File: src/hdl/acd_pkg.sv
`default_nettype none

package acd_pkg;

    localparam int MAX_STAGES       = 128;
    localparam int STAGE_W          = (MAX_STAGES > 1) ? $clog2(MAX_STAGES) : 1;
    localparam int CNT_W            = $clog2(MAX_STAGES + 1);
    localparam int SAMPLE_W         = 24;
    localparam int STORE_W          = 26;
    localparam int WIDE_W           = STORE_W + 1;
    // one store row per stage: {phase, entry 1, entry 0}
    localparam int ROW_W            = 2 * STORE_W + 1;
    localparam int CFG_W            = 8;
    localparam int NUM_STAGES_RESET = 16;

    // controller to datapath
    typedef struct packed {
        logic               load_in;
        logic               issue;
        logic [STAGE_W-1:0] stage;
        logic               proc;
        logic               load_out;
    } acd_cmd_t;

    // raw register value to active stage count: zero acts as one, top clamps
    function automatic logic [CNT_W-1:0] clamp_stages(input logic [CFG_W-1:0] v);
        logic [CNT_W-1:0] r;
        if (v == '0)
            r = CNT_W'(1);
        else if (int'(v) > MAX_STAGES)
            r = CNT_W'(MAX_STAGES);
        else
            r = CNT_W'(v);
        return r;
    endfunction

endpackage

`default_nettype wire

File: src/hdl/acd_ctrl.sv
`default_nettype none

module acd_ctrl (
    input  wire logic                       clk,
    input  wire logic                       rst_n,
    input  wire logic                       cfg_wr_en,
    input  wire logic [acd_pkg::CFG_W-1:0]  cfg_wr_data,
    input  wire logic                       in_valid,
    output logic                            in_ready,
    output logic                            out_valid,
    input  wire logic                       out_ready,
    output acd_pkg::acd_cmd_t               cmd
);

    import acd_pkg::*;

    typedef enum logic [2:0] {
        S_IDLE = 3'b001,
        S_RUN  = 3'b010,
        S_OUT  = 3'b100
    } state_t;

    state_t           state_reg, state_next;
    logic [CFG_W-1:0] num_stages_reg;
    logic [CNT_W-1:0] n_reg, n_next;
    logic [CNT_W-1:0] cnt_reg, cnt_next;
    logic             out_valid_reg, out_valid_next;
    logic             out_free;

    assign in_ready  = (state_reg == S_IDLE);
    assign out_valid = out_valid_reg;
    assign out_free  = !out_valid_reg || out_ready;

    always_comb
    begin
        state_next     = state_reg;
        n_next         = n_reg;
        cnt_next       = cnt_reg;
        out_valid_next = out_valid_reg && !out_ready;
        cmd            = '0;
        cmd.stage      = cnt_reg[STAGE_W-1:0];
        unique case (state_reg)
            S_IDLE:
            begin
                if (in_valid)
                begin
                    cmd.load_in = 1'b1;
                    n_next      = clamp_stages(num_stages_reg);
                    cnt_next    = '0;
                    state_next  = S_RUN;
                end
            end
            S_RUN:
            begin
                // read for stage cnt, finish stage cnt-1 as its entry arrives
                cmd.issue = (cnt_reg < n_reg);
                cmd.proc  = (cnt_reg != '0);
                cnt_next  = cnt_reg + CNT_W'(1);
                if (cnt_reg == n_reg)
                    state_next = S_OUT;
            end
            S_OUT:
            begin
                if (out_free)
                begin
                    cmd.load_out   = 1'b1;
                    out_valid_next = 1'b1;
                    state_next     = S_IDLE;
                end
            end
            default:
            begin
                state_next = S_IDLE;
            end
        endcase
    end

    always_ff @(posedge clk or negedge rst_n)
    begin
        if (!rst_n)
        begin
            state_reg      <= S_IDLE;
            num_stages_reg <= CFG_W'(NUM_STAGES_RESET);
            n_reg          <= '0;
            cnt_reg        <= '0;
            out_valid_reg  <= 1'b0;
        end
        else
        begin
            state_reg     <= state_next;
            n_reg         <= n_next;
            cnt_reg       <= cnt_next;
            out_valid_reg <= out_valid_next;
            if (cfg_wr_en)
                num_stages_reg <= cfg_wr_data;
        end
    end

endmodule

`default_nettype wire

File: config.mk
export PLATFORM = sky130hd
export DESIGN_NAME = acd_ctrl
export DESIGN_NICKNAME = d
export VERILOG_FILES = /design/src/hdl/acd_pkg.sv /design/src/hdl/acd_ctrl.sv
export SDC_FILE = /design/constraint.sdc
export NUM_CORES = 1
export LEC_CHECK = 0
export ABC_AREA = 1
export BUFFER_PORTS_ARGS = -buffer_cell sky130_fd_sc_hd__buf_2
export CELL_PAD_IN_SITES_DETAIL_PLACEMENT = 0
export CELL_PAD_IN_SITES_GLOBAL_PLACEMENT = 2
export CORE_MARGIN = 4
export CORE_UTILIZATION = 33
export DETAILED_ROUTE_END_ITERATION = 8
export PLACE_DENSITY = 0.85
export SYNTH_ARGS = -nofsm -noshare
export SYNTH_HDL_FRONTEND = slang
export SYNTH_SLANG_ARGS = --single-unit
File: constraint.sdc
create_clock -name clk -period 1.5 [get_ports clk]
set_input_delay 0.15 -clock clk [delete_from_list [all_inputs] [get_ports clk]]
set_output_delay 0.15 -clock clk [all_outputs]
set_load 0.02 [all_outputs]
After elaboration in Yosys (flattened, before gate mapping)
Index checks and enable logic that the tools add are counted.
Widths: inputs -> output; s select.
- output and inout bits: 13
- register bits: 28
- input port bits: 13
- equal/unequal tests: 7
- mux-type cells: 16
- reduce and logical (&&, ||, !) cells: 10
- magnitude comparators: 2
- add/subtract/negate cells: 1
- operators with widths (operator ; count):
    $mux 8 ; 3
    $pmux 8 s2 ; 1
    $mux 3 ; 3
    $pmux 3 s3 ; 1
    $add 8x1->8 const B ; 1
    $eq 8x8->1 ; 1
    $gt 8x8->1 const B ; 1
    $logic_not 8->1 ; 1
    $lt 8x8->1 ; 1
    $mux 1 ; 8
    $reduce_bool 8->1 ; 1
    $ne 2x2->1 const B ; 3
    $reduce_and 2->1 ; 2
    $eq 3x1->1 const B ; 1
    $eq 3x2->1 const B ; 1
    $eq 3x3->1 const B ; 1
    $reduce_and 3->1 ; 1
    $logic_not 1->1 ; 2
    $reduce_bool 2->1 ; 1
    $logic_and 1x1->1 ; 1
    $logic_or 1x1->1 ; 1

Longest topological paths before layout
Gate-level depths: netlist of run 1.
- word-level depth: 4
- gate-level depth with buffers: 7

Worst setup path after synthesis of run 1
OpenSTA, ideal clock, no wires.
- path kind: reg-to-output
- from: register cnt_reg[5]
- to: output cmd[9] (netlist name)
- required time: 1350 ps
- slack: 41 ps
- stages on the path, launching flop included: 7
- data arrival time: 1309 ps
- cell sequence: dfrtp_1 > ha_1 > nand2_1 > inv_1 > o21bai_1 > nand3_1 > nor2_1
- RTL lines (item ; RTL line ; source):
    start: declaration ; acd_ctrl.sv:26 ; logic [CNT_W-1:0] cnt_reg, cnt_next;
    start signal: assignment ; acd_ctrl.sv:92 ; cnt_reg <= cnt_next;
    end: declaration ; acd_ctrl.sv:12 ; output acd_pkg::acd_cmd_t cmd

==> results of run 1 <==
==> metrics by stage <==
step | instances | hold slack [ps] | cell area [µm²]
finish | 273 | 76.25 | 1971
global placement | 259 | 208.8 | 1749
CTS | 269 | 69.04 | 1899
floorplan | 183 | -145.6 | 1568
global route | 273 | 73.18 | 1971
detailed placement | 259 | 213.5 | 1749
==> path summary, 6_finish.rpt <==
check | cells past startpoint | to | start
min reg2reg | 2 | n_reg[3] | n_reg[3]
min in group asynchronous | 2 | cnt_reg[0] | rst_n
max in group asynchronous | 2 | state_reg[1] | rst_n
min | 3 | num_stages_reg[6] | cfg_wr_data[6]
max reg2reg | 7 | n_reg[0] | state_reg[0]
max | 5 | cmd[9] | cnt_reg[7]
==> cell usage in the layout, fill, tap and decap left out <==
cell type	instances
a21boi_1	1
a21oi_1	5
a21oi_2	1
a41oi_2	1
buf_2	21
buf_4	15
buf_6	4
buf_8	1
bufinv_16	1
clkbuf_16	1
clkbuf_8	3
clkinv_4	1
dfrtp_1	25
dfrtp_2	1
dfstp_2	2
dlygate4sd3_1	1
ha_1	9
ha_2	1
inv_1	20
inv_2	3
mux2_2	6
nand2_1	41
nand2_4	1
nand3_1	16
nand3_4	1
nand4_1	5
nor2_1	15
nor2_2	2
nor3_1	1
nor3_2	1
nor3_4	1
o21ai_0	10
o21ai_1	2
o21bai_1	2
==> power groups by stage <==
stage	logic, mW	registers, mW	clock network (mW)
after floorplan	0.781	1.03	0
after global placement	1.05	1.04	0
after detailed placement	1.05	1.05	0
after CTS	1.18	1.03	0.612
after global routing	1.47	1.06	0.648
final	1.30	1.04	0.597
==> what timing repair did <==
item | 4_1_cts | 5_1_grt
hold endpoints to repair | 26 | 0
setup endpoints to repair | 3 | 18
gates resized for setup | 9 | 9
hold buffers | 1 | 0
gates cloned | 0 | 1
pin swaps | 4 | 3
setup buffers | 5 | 4
==> cells by family (layout without fill, tap and decap cells) <==
| kind of cell | after synthesis | in the layout | share of synthesized area |
|---|---|---|---|
| AND/OR/NAND/NOR | 84 | 84 | 0.2466 |
| buffers and inverters | 33 | 71 | 0.1021 |
| flip-flops | 28 | 28 | 0.4485 |
| AO/OA/AOI/OAI | 22 | 22 | 0.07981 |
| adder cells (fa/ha/maj) | 10 | 10 | 0.07981 |
| multiplexers | 6 | 6 | 0.04309 |
==> final cells by class <==
cell class                 count  area [µm²]
fill                         473        2504
multi-input combinational    122       721.9
sequential                    28       704.4
timing repair buffer          43       312.8
inverter                      24       95.09
tap                           52       65.06
clock buffer                   3       41.29
clock inverter                 1       30.03
==> worst register-to-register path, stage by stage (launching register included) <==
cell,delay (ps)
dfstp_2,560
inv_2,60
nor3_4,190
nand2_4,120
buf_8,160
buf_6,130
nand2_1,50
nand2_1,50
==> metal layers <==
metal  up-vias  wire, µm  GRT usage
met5         -         0          0
met4         0        29    0.02536
met3         4       204    0.03864
met2        28      1462     0.1925
met1       570      1556     0.1500
li1        672         -          -
==> out/results.tsv, run 1 <==
metric	value	unit
cts_buffers	3	
cp.required	1350	ps
path_class	reg -> out	
netSwitchingFraction	0.3644	
violations	negative setup slack	
start_util	0.3504	
wirelength	3.252	mm
ys_seq_elements	28	
insertion_delay	280	ps
vias_per_cell	4.667	
period_minus_slack	1732	ps
clk_pin_slew	100	ps
p_leak	1.034	nW
ys_seq_area_frac	0.4485	
fin_crit_sh	1.155	
tns	-267.4	ps
overflow	0	
htreeDepth	1	
power.total	2.940	mW
antenna_found_initial	0	
finClkSkew	11.81	ps
die_y	76.93	µm
p_int	1.868	mW
synth_area	0.001568	mm²
critPathLaunchType	flop	
firstDrtPassIters	4	
syn_area_per_cell	8.567	µm²
cp_num_buf_inv	1	
tightest_slew	625.4	ps
io_buffers	25	
dp.final_hpwl	2.381	mm
synth.most_common_cell	nand2_1	
pwr-share-clk	0.203	
core-area	0.004474	mm²
grt_usage	0.1173	
finalWorstSetupSlack	-232.0	ps
dpl_worst_slack	61.66	ps
drc	0	
slowest_stage	dfrtp_1	
setup-violations-final	2	
first_iter_violations	53	
synth_cells	183	
critical_path.max_stage_delay	420	ps
nNetsFinal	245	
root_buffer	clkbuf_8	
max-slew-margin-rel	0.5831	
gp_congestion	0.7375	
num_vias	1274	
async_reset_ff_frac	1.000	
yosys.area.top_type_share	0.4150	
diodes	0	
clock_sinks	28	
reg2reg_slack	70	ps
outcome	finished with violations	
grt_pass1_vias	1244	
ys_warn_count	0	
critPathMaxFanout	3	
syn2layout_area_growth	25.70	%
drv_cap	0	
die-width	76.93	µm
postRouteAntennaNets	0	
maxSlewViolCount	0	
dieArea	0.005917	mm²
final-hold-violation-count	0	
netlist_top_cells_count	nand2_1 (41), dfrtp_1 (26), inv_1 (22)	
power_frac_seq	0.353	
final_layout_size_suffix_gt1_frac	0.3077	
cts_tree	done	
num_rows	24	
synth_area_leaders	dfrtp_1 (42%), nand2_1 (9.8%), ha_1 (8.0%)	
syn-num-nets	206	
path_cells	ha_1 -> a21oi_1 -> nand3_1 -> nor2_1 -> buf_4	
p_comb_frac	0.444	
hold_class	in -> reg	
p_per_area	1492	mW/mm²
synth_ff_type	dfrtp_1	
cp.arrival	1580	ps
critPathTopFamily	flip-flops	
end_kind	primary output	
rsz0062_at_grt	true	
p_sw	1.071	mW
grt_first_pass_wirelength	5.692	mm
yosysTopAreaCell	dfrtp_1	
clockBufferDepth	2	
io_pins	26	
grt_max_degree	29	
final_util	0.4404	
synth.distinct_cells	26	
fmax	0.5774	GHz
synth_edf_count	0	
max-vdd-ir-drop	0.0006019	V
wire_per_inst	11.91	µm
(Power assumes the default switching activity.)
==> run 2, diff against run 1 <==
--- a/config.mk
+++ b/config.mk
@@ -11,6 +11,7 @@
 export CELL_PAD_IN_SITES_GLOBAL_PLACEMENT = 2
 export CORE_MARGIN = 4
 export CORE_UTILIZATION = 33
+export CTS_BUF_LIST = sky130_fd_sc_hd__clkbuf_16
 export DETAILED_ROUTE_END_ITERATION = 8
 export PLACE_DENSITY = 0.85
 export SYNTH_ARGS = -nofsm -noshare
==> run 2 against run 1 <==
  * The flow still finishes with violations (negative setup slack)
  * Clock skew shrank 5.0 ps
  * Utilization grew 0.45 points
  * Die area is the same
  * Combinational power shrank 3%
  * Critical endpoint unchanged
==> out/results.tsv, run 2 (same netlist as run 1, synthesis figures left out) <==
metric	value	unit
grt_usage	0.1183	
num_rows	24	
insertion_delay	260	ps
dp.final_hpwl	2.381	mm
cp.required	1350	ps
dpl_cell_area	0.001749	mm²
maxSlewViolCount	0	
start_util	0.3504	
stdcell_area	0.001991	mm²
die-width	76.93	µm
reg2reg_slack	80	ps
drv_cap	0	
reg2reg_to	n_reg[0]	
multiInputGateArea	721.9	µm²
io_pins	26	
nFillCells	472	
p_leak	1.043	nW
grt_use_met3	0.03864	
hold_class	in -> reg	
dpl_worst_slack	61.66	ps
critPathLaunchType	flop	
overflow	0	
use_met1	0.1522	
wirelength	3.262	mm
period_minus_slack	1698	ps
drc	0	
gp_congestion	0.7375	
critical_path.max_stage_delay	410	ps
regArea	704.4	µm²
cts_tree	done	
end_kind	primary output	
cp_num_cells	5	
finalWorstSetupSlack	-198.0	ps
critPathTopFamily	flip-flops	
core-area	0.004474	mm²
outcome	finished with violations	
final_layout_size_suffix_gt1_frac	0.3045	
clockBufferDepth	2	
path_class	reg -> out	
grt.busiest_layer	met2	
io_buffers	25	
path_cells	ha_1 -> a21oi_1 -> nand3_1 -> nor2_1 -> buf_4	
crit_end	cmd[9]	
final_util	0.4449	
grt_pass1_vias	1258	
p_per_area	1548	mW/mm²
setup-violations-final	2	
num_vias	1283	
diodes	0	
htreeDepth	1	
fmax	0.5889	GHz
fin_crit_sh	1.132	
wire_per_inst	11.99	µm
rsz0062_at_grt	true	
die_y	76.93	µm
finClkSkew	6.830	ps
postRouteAntennaNets	0	
clk_pin_slew	70	ps
tns	-198.1	ps
grt_first_pass_wirelength	5.713	mm
grt_use_met2	0.1908	
critPathMaxFanout	3	
critPathLaunch	cnt_reg[7]	
grt_max_degree	29	
dieArea	0.005917	mm²
max-slew-margin-rel	0.5834	
antenna_found_initial	0	
firstDrtPassIters	4	
fin_hold_ws	91.11	ps
slowest_stage	dfrtp_1	
final-hold-violation-count	0	
vias_per_cell	4.717	
layout_commonest_cell	nand2_1	
first_iter_violations	74	
tightest_slew	624.9	ps
root_buffer	clkbuf_16	
final_cell_mix	nand2_1 (41), dfrtp_1 (25), buf_2 (22), inv_1 (20), nand3_1 (16)	
clock_sinks	28	
max-vdd-ir-drop	0.0007237	V
cp.arrival	1550	ps
cts_buffers	3	
r2r_cells	7	
nNetsFinal	244	
syn2layout_area_growth	26.98	%
cp_num_buf_inv	1	
r2r-start	state_reg[0]	
violations	negative setup slack	
run 2: cell types whose count changed in the layout (fill, tap and decap cells not counted), sizes merged:
cell  before  now
buf       41   40
run 2: layer usage:
metal,up-vias,part of all wire
met4,0,0.0067
met5,-,0
met3,2,0.067
met2,33,0.45
met1,577,0.48
li1,671,-
run 2: through the flow:
step	std cells	total power, mW
after floorplan	183	1.814
after global placement	259	2.091
after detailed placement	259	2.098
after CTS	269	3.008
after global routing	272	3.324
final	272	3.081
run 2: power by group:
group	total, mW	switching (mW)	internal (mW)
clock	0.785	0.254	0.531
combinational	1.26	0.707	0.550
sequential	1.04	0.116	0.923
run 2: worst min-delay path by stage:
stage | startpoint | endpoint | cells past startpoint
final | cfg_wr_data[6] | num_stages_reg[6] | 3
after global placement | rst_n | state_reg[1] | 1
after CTS | cfg_wr_data[6] | num_stages_reg[6] | 3
after global routing | cfg_wr_data[6] | num_stages_reg[6] | 3
after detailed placement | rst_n | state_reg[1] | 1
after floorplan | rst_n | cnt_reg[0] | 0
run 2: cell type report:
cell class / count / share of cell area
clock buffers: 3 / 0.03771
clock inverters: 1 / 0.01508
inverters: 24 / 0.04777
multi-input cells: 122 / 0.3627
flip-flops and latches: 28 / 0.3539
well taps: 52 / 0.03268
repair buffers: 42 / 0.1502
run 2: worst register-to-register path, cell delays in order, from the launching register on:
cell	delay [ps]
dfstp_2	550
inv_2	60
nor3_4	180
nand2_4	120
buf_8	160
buf_6	130
nand2_1	50
nand2_1	50
run 2: timing repair:
item / 4_1_cts / 5_1_grt
hold endpoints to repair: 26 / 0
buffers inserted: 5 / 3
setup endpoints to repair: 3 / 17
pin swaps: 4 / 3
gates cloned: 0 / 1
hold buffers: 1 / 0
resized for setup: 7 / 9
